**config.mk**
```make
export PLATFORM = sky130hd
export DESIGN_NAME = lru_block_cache_tags_unit
export DESIGN_NICKNAME = d
export VERILOG_FILES = /design/src/hw/rtl/lbct_pkg.sv /design/src/hw/rtl/lbct_cell.sv /design/src/hw/rtl/lru_block_cache_tags_unit.sv
export SDC_FILE = /design/constraint.sdc
export NUM_CORES = 2
export LEC_CHECK = 0
export ABC_CLOCK_PERIOD_IN_PS = 23800
export BUFFER_PORTS_ARGS = -buffer_cell sky130_fd_sc_hd__buf_2
export CAP_MARGIN = 20
export CORE_MARGIN = 2
export CORE_UTILIZATION = 25
export CTS_BUF_LIST = sky130_fd_sc_hd__clkbuf_4 sky130_fd_sc_hd__clkbuf_8 sky130_fd_sc_hd__clkbuf_16
export DETAILED_ROUTE_END_ITERATION = 16
export PLACE_DENSITY = 0.39
export SLEW_MARGIN = 20
export SYNTH_ARGS = -nofsm -noshare
export SYNTH_HDL_FRONTEND = slang
export SYNTH_SLANG_ARGS = --single-unit
```
**constraint.sdc**
```tcl
create_clock -name clk -period 23.8 [get_ports clk]
set_input_delay 1.19 -clock clk [delete_from_list [all_inputs] [get_ports clk]]
set_output_delay 1.19 -clock clk [all_outputs]
set_load 0.02 [all_outputs]
```
**src/hw/rtl/lbct_pkg.sv**
```systemverilog
// Shared types and constants for the LRU block cache tag directory.
package lbct_pkg;

  localparam int KEY_W      = 64;
  localparam int LINE_IDX_W = 4;
  localparam int COUNT_W    = 32;
  localparam int CFG_W      = 5;

  localparam logic [CFG_W-1:0] LINES_IN_USE_RESET = 5'd16;

  localparam logic CMD_GET = 1'b0;
  localparam logic CMD_PUT = 1'b1;

  typedef enum logic [2:0] {
    ST_HIT      = 3'd0,
    ST_MISS     = 3'd1,
    ST_INVALID  = 3'd2,
    ST_INSERTED = 3'd3,
    ST_UPDATED  = 3'd4,
    ST_REPLACED = 3'd5
  } status_t;

  // Flags of the search token that walks down the row of cells.
  typedef struct packed {
    logic live;
    logic found;
    logic have_vict;
  } token_t;

  // Broadcast update applied to all cells at the end of a search.
  typedef struct packed {
    logic en;
    logic write_tags;
    logic age_all;
  } update_t;

endpackage

```
**src/hw/rtl/lbct_cell.sv**
```systemverilog
// One directory line: key tags, valid bit, recency rank and one search token stage.
module lbct_cell #(
  parameter int IDX_W = 4,
  parameter int INDEX = 0
) (
  input  logic                       clk,
  input  logic                       rst,
  input  logic                       usable,
  input  logic [lbct_pkg::KEY_W-1:0] key_node,
  input  logic [lbct_pkg::KEY_W-1:0] key_block,
  input  lbct_pkg::token_t           tok_in,
  input  logic [IDX_W-1:0]           found_idx_in,
  input  logic [IDX_W-1:0]           found_rank_in,
  input  logic [IDX_W-1:0]           vict_idx_in,
  input  logic [IDX_W-1:0]           vict_rank_in,
  output lbct_pkg::token_t           tok_out,
  output logic [IDX_W-1:0]           found_idx_out,
  output logic [IDX_W-1:0]           found_rank_out,
  output logic [IDX_W-1:0]           vict_idx_out,
  output logic [IDX_W-1:0]           vict_rank_out,
  input  lbct_pkg::update_t          upd,
  input  logic [IDX_W-1:0]           upd_idx,
  input  logic [IDX_W-1:0]           upd_limit
);
  import lbct_pkg::*;

  localparam logic [IDX_W-1:0] MY_IDX = IDX_W'(INDEX);

  logic [KEY_W-1:0] node_tag;
  logic [KEY_W-1:0] block_tag;
  logic             valid;
  logic [IDX_W-1:0] rank;

  logic             hit_here;
  logic             take_vict;
  token_t           tok_next;
  logic [IDX_W-1:0] found_idx_next;
  logic [IDX_W-1:0] found_rank_next;
  logic [IDX_W-1:0] vict_idx_next;
  logic [IDX_W-1:0] vict_rank_next;

  always_comb begin
    hit_here  = usable && valid && (node_tag == key_node) && (block_tag == key_block);
    // The first usable valid line takes the victim slot; later ones only if strictly older.
    take_vict = usable && valid && (!tok_in.have_vict || (rank > vict_rank_in));

    tok_next.live      = tok_in.live;
    tok_next.found     = tok_in.found || hit_here;
    tok_next.have_vict = tok_in.have_vict || take_vict;

    found_idx_next  = found_idx_in;
    found_rank_next = found_rank_in;
    if (!tok_in.found && hit_here) begin
      found_idx_next  = MY_IDX;
      found_rank_next = rank;
    end

    vict_idx_next  = vict_idx_in;
    vict_rank_next = vict_rank_in;
    if (take_vict) begin
      vict_idx_next  = MY_IDX;
      vict_rank_next = rank;
    end
  end

  always_ff @(posedge clk) begin
    if (rst) begin
      tok_out <= '0;
    end else begin
      tok_out <= tok_next;
    end
  end

  always_ff @(posedge clk) begin
    found_idx_out  <= found_idx_next;
    found_rank_out <= found_rank_next;
    vict_idx_out   <= vict_idx_next;
    vict_rank_out  <= vict_rank_next;
  end

  always_ff @(posedge clk) begin
    if (rst) begin
      valid <= 1'b0;
    end else if (upd.en && upd.write_tags && (upd_idx == MY_IDX)) begin
      valid <= 1'b1;
    end
  end

  // Promoted line gets rank zero; valid lines newer than it (all on age_all) age by one.
  always_ff @(posedge clk) begin
    if (upd.en) begin
      if (upd_idx == MY_IDX) begin
        rank <= '0;
        if (upd.write_tags) begin
          node_tag  <= key_node;
          block_tag <= key_block;
        end
      end else if (valid && (upd.age_all || (rank < upd_limit))) begin
        rank <= rank + 1'b1;
      end
    end
  end

endmodule

```
**src/hw/rtl/lru_block_cache_tags_unit.sv**
```systemverilog
// Top level of the fully associative LRU tag directory: request control, decision, counters.
//
// Channel   Direction  Handshake         Payload
// request   in         start / busy      command, node_id, block_id
// result    out        done (one cycle)  status, line_index, query_count, hit_count
// config    in         cfg_we            cfg_data (lines_in_use)
//
// A search token walks the row of LINES cells one cell per cycle, starting in the cycle
// after acceptance, then the decision and the rank update happen at one edge, at which
// done is registered high. busy drops in the cycle done is high, so the next request can
// be accepted at the edge that ends it; no new request is taken while one is in flight.
// The result cannot be stalled. Reset clears all lines to invalid, the counters to zero
// and lines_in_use to 16.
module lru_block_cache_tags_unit #(
  parameter int LINES = 16
) (
  input  logic                            clk,
  input  logic                            rst,
  input  logic                            start,
  output logic                            busy,
  input  logic                            command,
  input  logic [lbct_pkg::KEY_W-1:0]      node_id,
  input  logic [lbct_pkg::KEY_W-1:0]      block_id,
  output logic                            done,
  output logic [2:0]                      status,
  output logic [lbct_pkg::LINE_IDX_W-1:0] line_index,
  output logic [lbct_pkg::COUNT_W-1:0]    query_count,
  output logic [lbct_pkg::COUNT_W-1:0]    hit_count,
  input  logic                            cfg_we,
  input  logic [lbct_pkg::CFG_W-1:0]      cfg_data
);
  import lbct_pkg::*;

  localparam int IDX_W  = $clog2(LINES);
  localparam int FILL_W = $clog2(LINES + 1);
  localparam int CNT_W  = (FILL_W > CFG_W) ? FILL_W : CFG_W;

  logic [CFG_W-1:0]   lines_in_use;
  logic [FILL_W-1:0]  lines_filled;
  logic [COUNT_W-1:0] queries_seen;
  logic [COUNT_W-1:0] hits_seen;

  logic               req_cmd;
  logic [KEY_W-1:0]   req_node;
  logic [KEY_W-1:0]   req_block;
  logic               inject;
  logic               accept;

  status_t            status_q;
  status_t            status_next;
  logic [IDX_W-1:0]   line_q;
  logic [IDX_W-1:0]   line_next;

  logic [CNT_W-1:0]   usable_count;
  logic [LINES-1:0]   usable;

  token_t             tok       [LINES+1];
  logic [IDX_W-1:0]   found_idx [LINES+1];
  logic [IDX_W-1:0]   found_rank[LINES+1];
  logic [IDX_W-1:0]   vict_idx  [LINES+1];
  logic [IDX_W-1:0]   vict_rank [LINES+1];

  update_t            upd;
  logic [IDX_W-1:0]   upd_idx;
  logic [IDX_W-1:0]   upd_limit;
  logic               query_inc;
  logic               hit_inc;
  logic               fill_inc;
  token_t             tok_end;
  logic               key_zero;

  assign accept = start && !busy;

  always_ff @(posedge clk) begin
    if (rst) begin
      lines_in_use <= LINES_IN_USE_RESET;
    end else if (cfg_we) begin
      lines_in_use <= cfg_data;
    end
  end

  always_comb begin
    if (lines_in_use == '0) begin
      usable_count = CNT_W'(1);
    end else if (CNT_W'(lines_in_use) > CNT_W'(LINES)) begin
      usable_count = CNT_W'(LINES);
    end else begin
      usable_count = CNT_W'(lines_in_use);
    end
  end

  always_ff @(posedge clk) begin
    if (accept) begin
      req_cmd   <= command;
      req_node  <= node_id;
      req_block <= block_id;
    end
  end

  always_ff @(posedge clk) begin
    if (rst) begin
      inject <= 1'b0;
      busy   <= 1'b0;
    end else begin
      inject <= accept;
      if (accept) begin
        busy <= 1'b1;
      end else if (tok_end.live) begin
        busy <= 1'b0;
      end
    end
  end

  always_comb begin
    tok[0]        = '0;
    tok[0].live   = inject;
    found_idx[0]  = '0;
    found_rank[0] = '0;
    vict_idx[0]   = '0;
    vict_rank[0]  = '0;
  end

  for (genvar i = 0; i < LINES; i++) begin : g_cell
    assign usable[i] = CNT_W'(i) < usable_count;

    lbct_cell #(
      .IDX_W (IDX_W),
      .INDEX (i)
    ) u_cell (
      .clk            (clk),
      .rst            (rst),
      .usable         (usable[i]),
      .key_node       (req_node),
      .key_block      (req_block),
      .tok_in         (tok[i]),
      .found_idx_in   (found_idx[i]),
      .found_rank_in  (found_rank[i]),
      .vict_idx_in    (vict_idx[i]),
      .vict_rank_in   (vict_rank[i]),
      .tok_out        (tok[i+1]),
      .found_idx_out  (found_idx[i+1]),
      .found_rank_out (found_rank[i+1]),
      .vict_idx_out   (vict_idx[i+1]),
      .vict_rank_out  (vict_rank[i+1]),
      .upd            (upd),
      .upd_idx        (upd_idx),
      .upd_limit      (upd_limit)
    );
  end

  assign tok_end  = tok[LINES];
  assign key_zero = (req_node == '0) && (req_block == '0);

  // Decision on the finished token; the update reaches every cell at the same edge.
  always_comb begin
    status_next = ST_MISS;
    line_next   = '0;
    upd         = '0;
    upd_idx     = '0;
    upd_limit   = '0;
    query_inc   = 1'b0;
    hit_inc     = 1'b0;
    fill_inc    = 1'b0;
    if (tok_end.live) begin
      if (req_cmd == CMD_GET) begin
        query_inc = 1'b1;
        if (key_zero) begin
          status_next = ST_INVALID;
        end else if (tok_end.found) begin
          status_next = ST_HIT;
          line_next   = found_idx[LINES];
          hit_inc     = 1'b1;
          upd.en      = 1'b1;
          upd_idx     = found_idx[LINES];
          upd_limit   = found_rank[LINES];
        end
      end else if (tok_end.found) begin
        status_next = ST_UPDATED;
        line_next   = found_idx[LINES];
      end else if (CNT_W'(lines_filled) < usable_count) begin
        status_next    = ST_INSERTED;
        line_next      = lines_filled[IDX_W-1:0];
        fill_inc       = 1'b1;
        upd.en         = 1'b1;
        upd.write_tags = 1'b1;
        upd.age_all    = 1'b1;
        upd_idx        = lines_filled[IDX_W-1:0];
      end else begin
        status_next    = ST_REPLACED;
        line_next      = vict_idx[LINES];
        upd.en         = 1'b1;
        upd.write_tags = 1'b1;
        upd.age_all    = !tok_end.have_vict;
        upd_idx        = vict_idx[LINES];
        upd_limit      = vict_rank[LINES];
      end
    end
  end

  always_ff @(posedge clk) begin
    if (rst) begin
      lines_filled <= '0;
      queries_seen <= '0;
      hits_seen    <= '0;
      done         <= 1'b0;
    end else begin
      done <= tok_end.live;
      if (fill_inc) begin
        lines_filled <= lines_filled + 1'b1;
      end
      if (query_inc) begin
        queries_seen <= queries_seen + 1'b1;
      end
      if (hit_inc) begin
        hits_seen <= hits_seen + 1'b1;
      end
    end
  end

  always_ff @(posedge clk) begin
    if (tok_end.live) begin
      status_q <= status_next;
      line_q   <= line_next;
    end
  end

  assign status      = status_q;
  assign line_index  = LINE_IDX_W'(line_q);
  assign query_count = queries_seen;
  assign hit_count   = hits_seen;

endmodule
```
==> results.py <==
metrics = {
    "timing": {
        "fin_skew_ns": 0.102,
        "layout_min_cycle_time_ns": 6.94,
        "setup_viol": 0,
        "hold_viol": 0,
        "period_share_pct": 29.1,
        "report.final.slew_viol_count": 0,
        "fin_setup_tns_ns": 0,
        "fmax_mhz": 144,
        "worstMarginPinSlew_ns": 1.29,
        "rsz0062_at_grt": "no",
        "slew_headroom_pct": 13.0,
    },
    "hold_path": {
        "min_to": "g_cell[9].u_cell.vict_idx_out[3]$_SDFF_PP1_",
        "hold_class": "reg2reg",
        "hp-start": "g_cell[8].u_cell.vict_idx_out[3]$_SDFF_PP1_",
        "hold_depth": 1,
    },
    "yosys": {
        "ys_warn_count": 0,
        "syn_area_per_cell_sq_um": 15.1,
        "yosysSeqAreaShare_pct": 68.8,
        "syn-instance-count": 7216,
        "synth-edff-count": 2248,
        "synth_fa_ha_area_share_pct": 1.51,
        "synth_async_sr_flop_share_pct": 0,
        "synthFlopType": "edfxtp_1",
        "synthSimpleGateAreaFrac_pct": 7.85,
        "synth_mux_area_share_pct": 1.32,
        "synth_cell_type_count": 87,
        "synth_area_sq_um": 109000,
        "synth_xor_area_share_pct": 15.7,
        "synth_top_family_by_area": "XOR/XNOR gates",
        "synth_nets": 7485,
        "synth-compound-area-share_pct": 2.98,
        "ys_ff_latch": 2615,
    },
    "route": {
        "dr.pass1.iters": 6,
        "drc": 0,
        "viasPerCell": 4.85,
        "wl_per_cell_microns": 37.1,
        "drtIter0Drc": 8701,
        "drt-total-wl_mm": 513,
        "ant_nets": 0,
        "route.vias.total": 67100,
    },
    "global_routing": {
        "antenna_found_initial": 97,
        "grt_pass1_vias": 64800,
        "grt_pass1_wl_mm": 665,
        "grt_max_degree": 103,
        "grt.total_usage_pct": 22.7,
        "grt_overflow_total": 0,
    },
    "worst_setup_path": {
        "critPathLaunchType": "register",
        "crit_slowest_cell": "nor4_1",
        "r2r_slack_ns": 16.86,
        "r2r_start": "req_node[14]$_DFFE_PP_",
        "cp_cell_sequence": "buf_12 > nor4_1 > nand4_1 > or4_1 > o211ai_4 > nand2_1 > nor4b_4 > buf_4 > buf_4 > buf_4",
        "slowest_delay_ns": 1.07,
        "arrival_ns": 7.49,
        "worst_r2r_path_depth": 10,
        "crit_fanout": 55,
        "crit_top_cell": "buf_4",
        "cp_num_buf_inv": 4,
        "critPathLaunch": "req_node[14]$_DFFE_PP_",
        "crit_family": "simple AND/OR/NAND/NOR gates",
        "required_ns": 24.35,
        "endpoint_kind": "register",
        "r2r-end": "g_cell[5].u_cell.node_tag[27]$_DFFE_PP_",
        "path_class": "reg2reg",
    },
    "clock_network": {
        "cts-resized-gates": 0,
        "post_cts_buffers": 0,
        "path_clk_slew_ns": 0.06,
        "tritoncts": "built",
        "htreeDepth": 5,
        "cts_root_buf": "clkbuf_16",
        "clockBufferDepth": 4,
        "ctsHoldBuffers": 0,
        "clk_latency_ns": 0.96,
        "clock-sinks": 2615,
        "cts_inserted_buffers": 305,
    },
    "status": {
        "status": "completed",
    },
    "place": {
        "hpwl_mm": 352,
        "gp_congestion": 0.892,
        "portBuffers": 210,
    },
    "final_layout": {
        "mostFrequentLayoutCell": "edfxtp_1",
        "area_growth_pct": 18.7,
        "drive_gt1_share_pct": 16.4,
        "final_core_util_pct": 29.8,
        "layout_common_cells": "edfxtp_1 (2248), xor2_1 (1353), xnor2_1 (592), nor4_1 (410), dfxtp_1 (367)",
        "nNetsFinal": 8066,
    },
    "floorplanning": {
        "row_count": 242,
        "die_height_microns": 664,
        "io_pins": 211,
        "die_x_microns": 664,
        "die_area_sq_um": 441000,
        "coreArea_sq_um": 434000,
        "initial_core_util_pct": 25.1,
    },
    "power_and_ir_drop": {
        "irDropWorstVdd_v": 0.0000577,
        "power_density_nw_per_um2": 80.5,
        "power_leakage_uw": 0.0429,
    },
    "run": {
        "cap_violations": 0,
    },
}
flip-flops by register name, indices dropped and copies added, names as in the netlist, 4 cells and up:
signal,flops
g_cell.u_cell.block_tag,1024
g_cell.u_cell.node_tag,1024
g_cell.u_cell.found_rank_out,64
g_cell.u_cell.rank,64
g_cell.u_cell.vict_rank_out,64
req_block,64
req_node,64
g_cell.u_cell.found_idx_out,49
g_cell.u_cell.vict_idx_out,49
g_cell.u_cell.tok_out,48
hit_count,32
query_count,32
g_cell.u_cell.valid,16
lines_filled,5
lines_in_use,5
line_index,4
cell families (layout without fill, tap and decap cells):
family / count (synthesis) / in the layout
compound gates: 437 / 437
xor+xnor: 1946 / 1946
fa+ha+maj: 131 / 131
buf+inv: 515 / 1321
flops: 2615 / 2615
mux: 128 / 128
other cells: 0 / 69
simple gates: 1444 / 1444
metal layers:
layer | up-vias | GRT usage, % | share of wire [%]
met5 | - | 0 | 0.014
met4 | 10 | 8.67 | 4.5
met3 | 684 | 3.09 | 5.9
met2 | 2830 | 37.6 | 47
met1 | 35700 | 30.2 | 42
li1 | 27900 | - | -
report_power, final:
part           internal [uW]  switching (uW)  leakage, uW  total [uW]
Sequential              4990            14.1       0.0231        5010
Clock                   2660            2000      0.00486        4660
Combinational            159             568       0.0149         727
Total                   7820            2580       0.0429       10400
through the flow:
| stage | total power (uW) | area [sq um] | worst slack [ns] | hold WS [ns] | instances |
|---|---|---|---|---|---|
| 2_1_floorplan | 5380 | 109000 | 8.29 | 0.392 | 7216 |
| 3_3_place_gp | 5830 | 119000 | 16.71 | 0.396 | 13200 |
| 3_5_place_dp | 5830 | 119000 | 17.01 | 0.398 | 13200 |
| 4_1_cts | 10500 | 129000 | 16.97 | 0.365 | 13800 |
| 5_1_grt | 10700 | 129000 | 16.76 | 0.401 | 13800 |
| 6_report | 10400 | 129000 | 16.86 | 0.408 | 13800 |
synthesized netlist by cell type (8+ instances only):
library cell	n	area share (%)
buf_1	78	0.27
a21oi_1	112	0.51
nor4_1	441	2.5
nor2_1	173	0.60
nand3_1	65	0.30
a22oi_1	14	0.097
or4_1	22	0.15
and4_1	14	0.11
a211oi_1	19	0.13
or2_2	59	0.34
a22o_1	17	0.14
o22ai_1	43	0.25
nand4b_1	8	0.064
nor2b_1	136	0.78
o221ai_1	22	0.18
nor3_1	23	0.11
nand2b_1	48	0.28
o21a_1	19	0.13
o2bb2ai_1	14	0.11
nand2_1	67	0.23
and3_1	17	0.098
ha_1	131	1.5
buf_2	87	0.40
xor2_1	1353	11
a2111oi_0	19	0.15
o2111ai_1	22	0.18
inv_1	211	0.73
or3_1	8	0.046
a221oi_1	22	0.18
dfxtp_1	367	6.7
a41o_1	15	0.14
and2_1	48	0.28
edfxtp_1	2248	62
mux2_2	120	1.2
clkbuf_1	125	0.43
nand4_1	273	1.6
xnor2_1	593	4.8
o21ai_0	33	0.15
worst register-to-register path: cells and delay by family, from the launching register on:
family | cells | cell delay (ns)
AO/OA/AOI/OAI | 1 | 0.44
buffers and inverters | 4 | 2.44
flip-flops | 1 | 0.43
AND/OR/NAND/NOR | 5 | 3.18
cell type report:
cell class	instances	area, sq um
fill	43300	305000
multi-input combinational	4086	32200
clock inverter	120	1020
antenna	69	173
tap	5734	7170
sequential	2615	74900
timing repair buffer	577	4270
clock buffer	412	8680
inverter	212	803
how the worst max path moves through the flow:
stage	cells past startpoint	end
2_1_floorplan	9	g_cell[15].u_cell.block_tag[0]$_DFFE_PP_
4_1_cts	10	g_cell[5].u_cell.node_tag[2]$_DFFE_PP_
3_3_place_gp	11	g_cell[11].u_cell.block_tag[36]$_DFFE_PP_
6_report	10	g_cell[5].u_cell.node_tag[27]$_DFFE_PP_
5_1_grt	11	g_cell[11].u_cell.node_tag[6]$_DFFE_PP_
3_5_place_dp	10	g_cell[5].u_cell.node_tag[50]$_DFFE_PP_
Power figures use the tool's default switching activity.
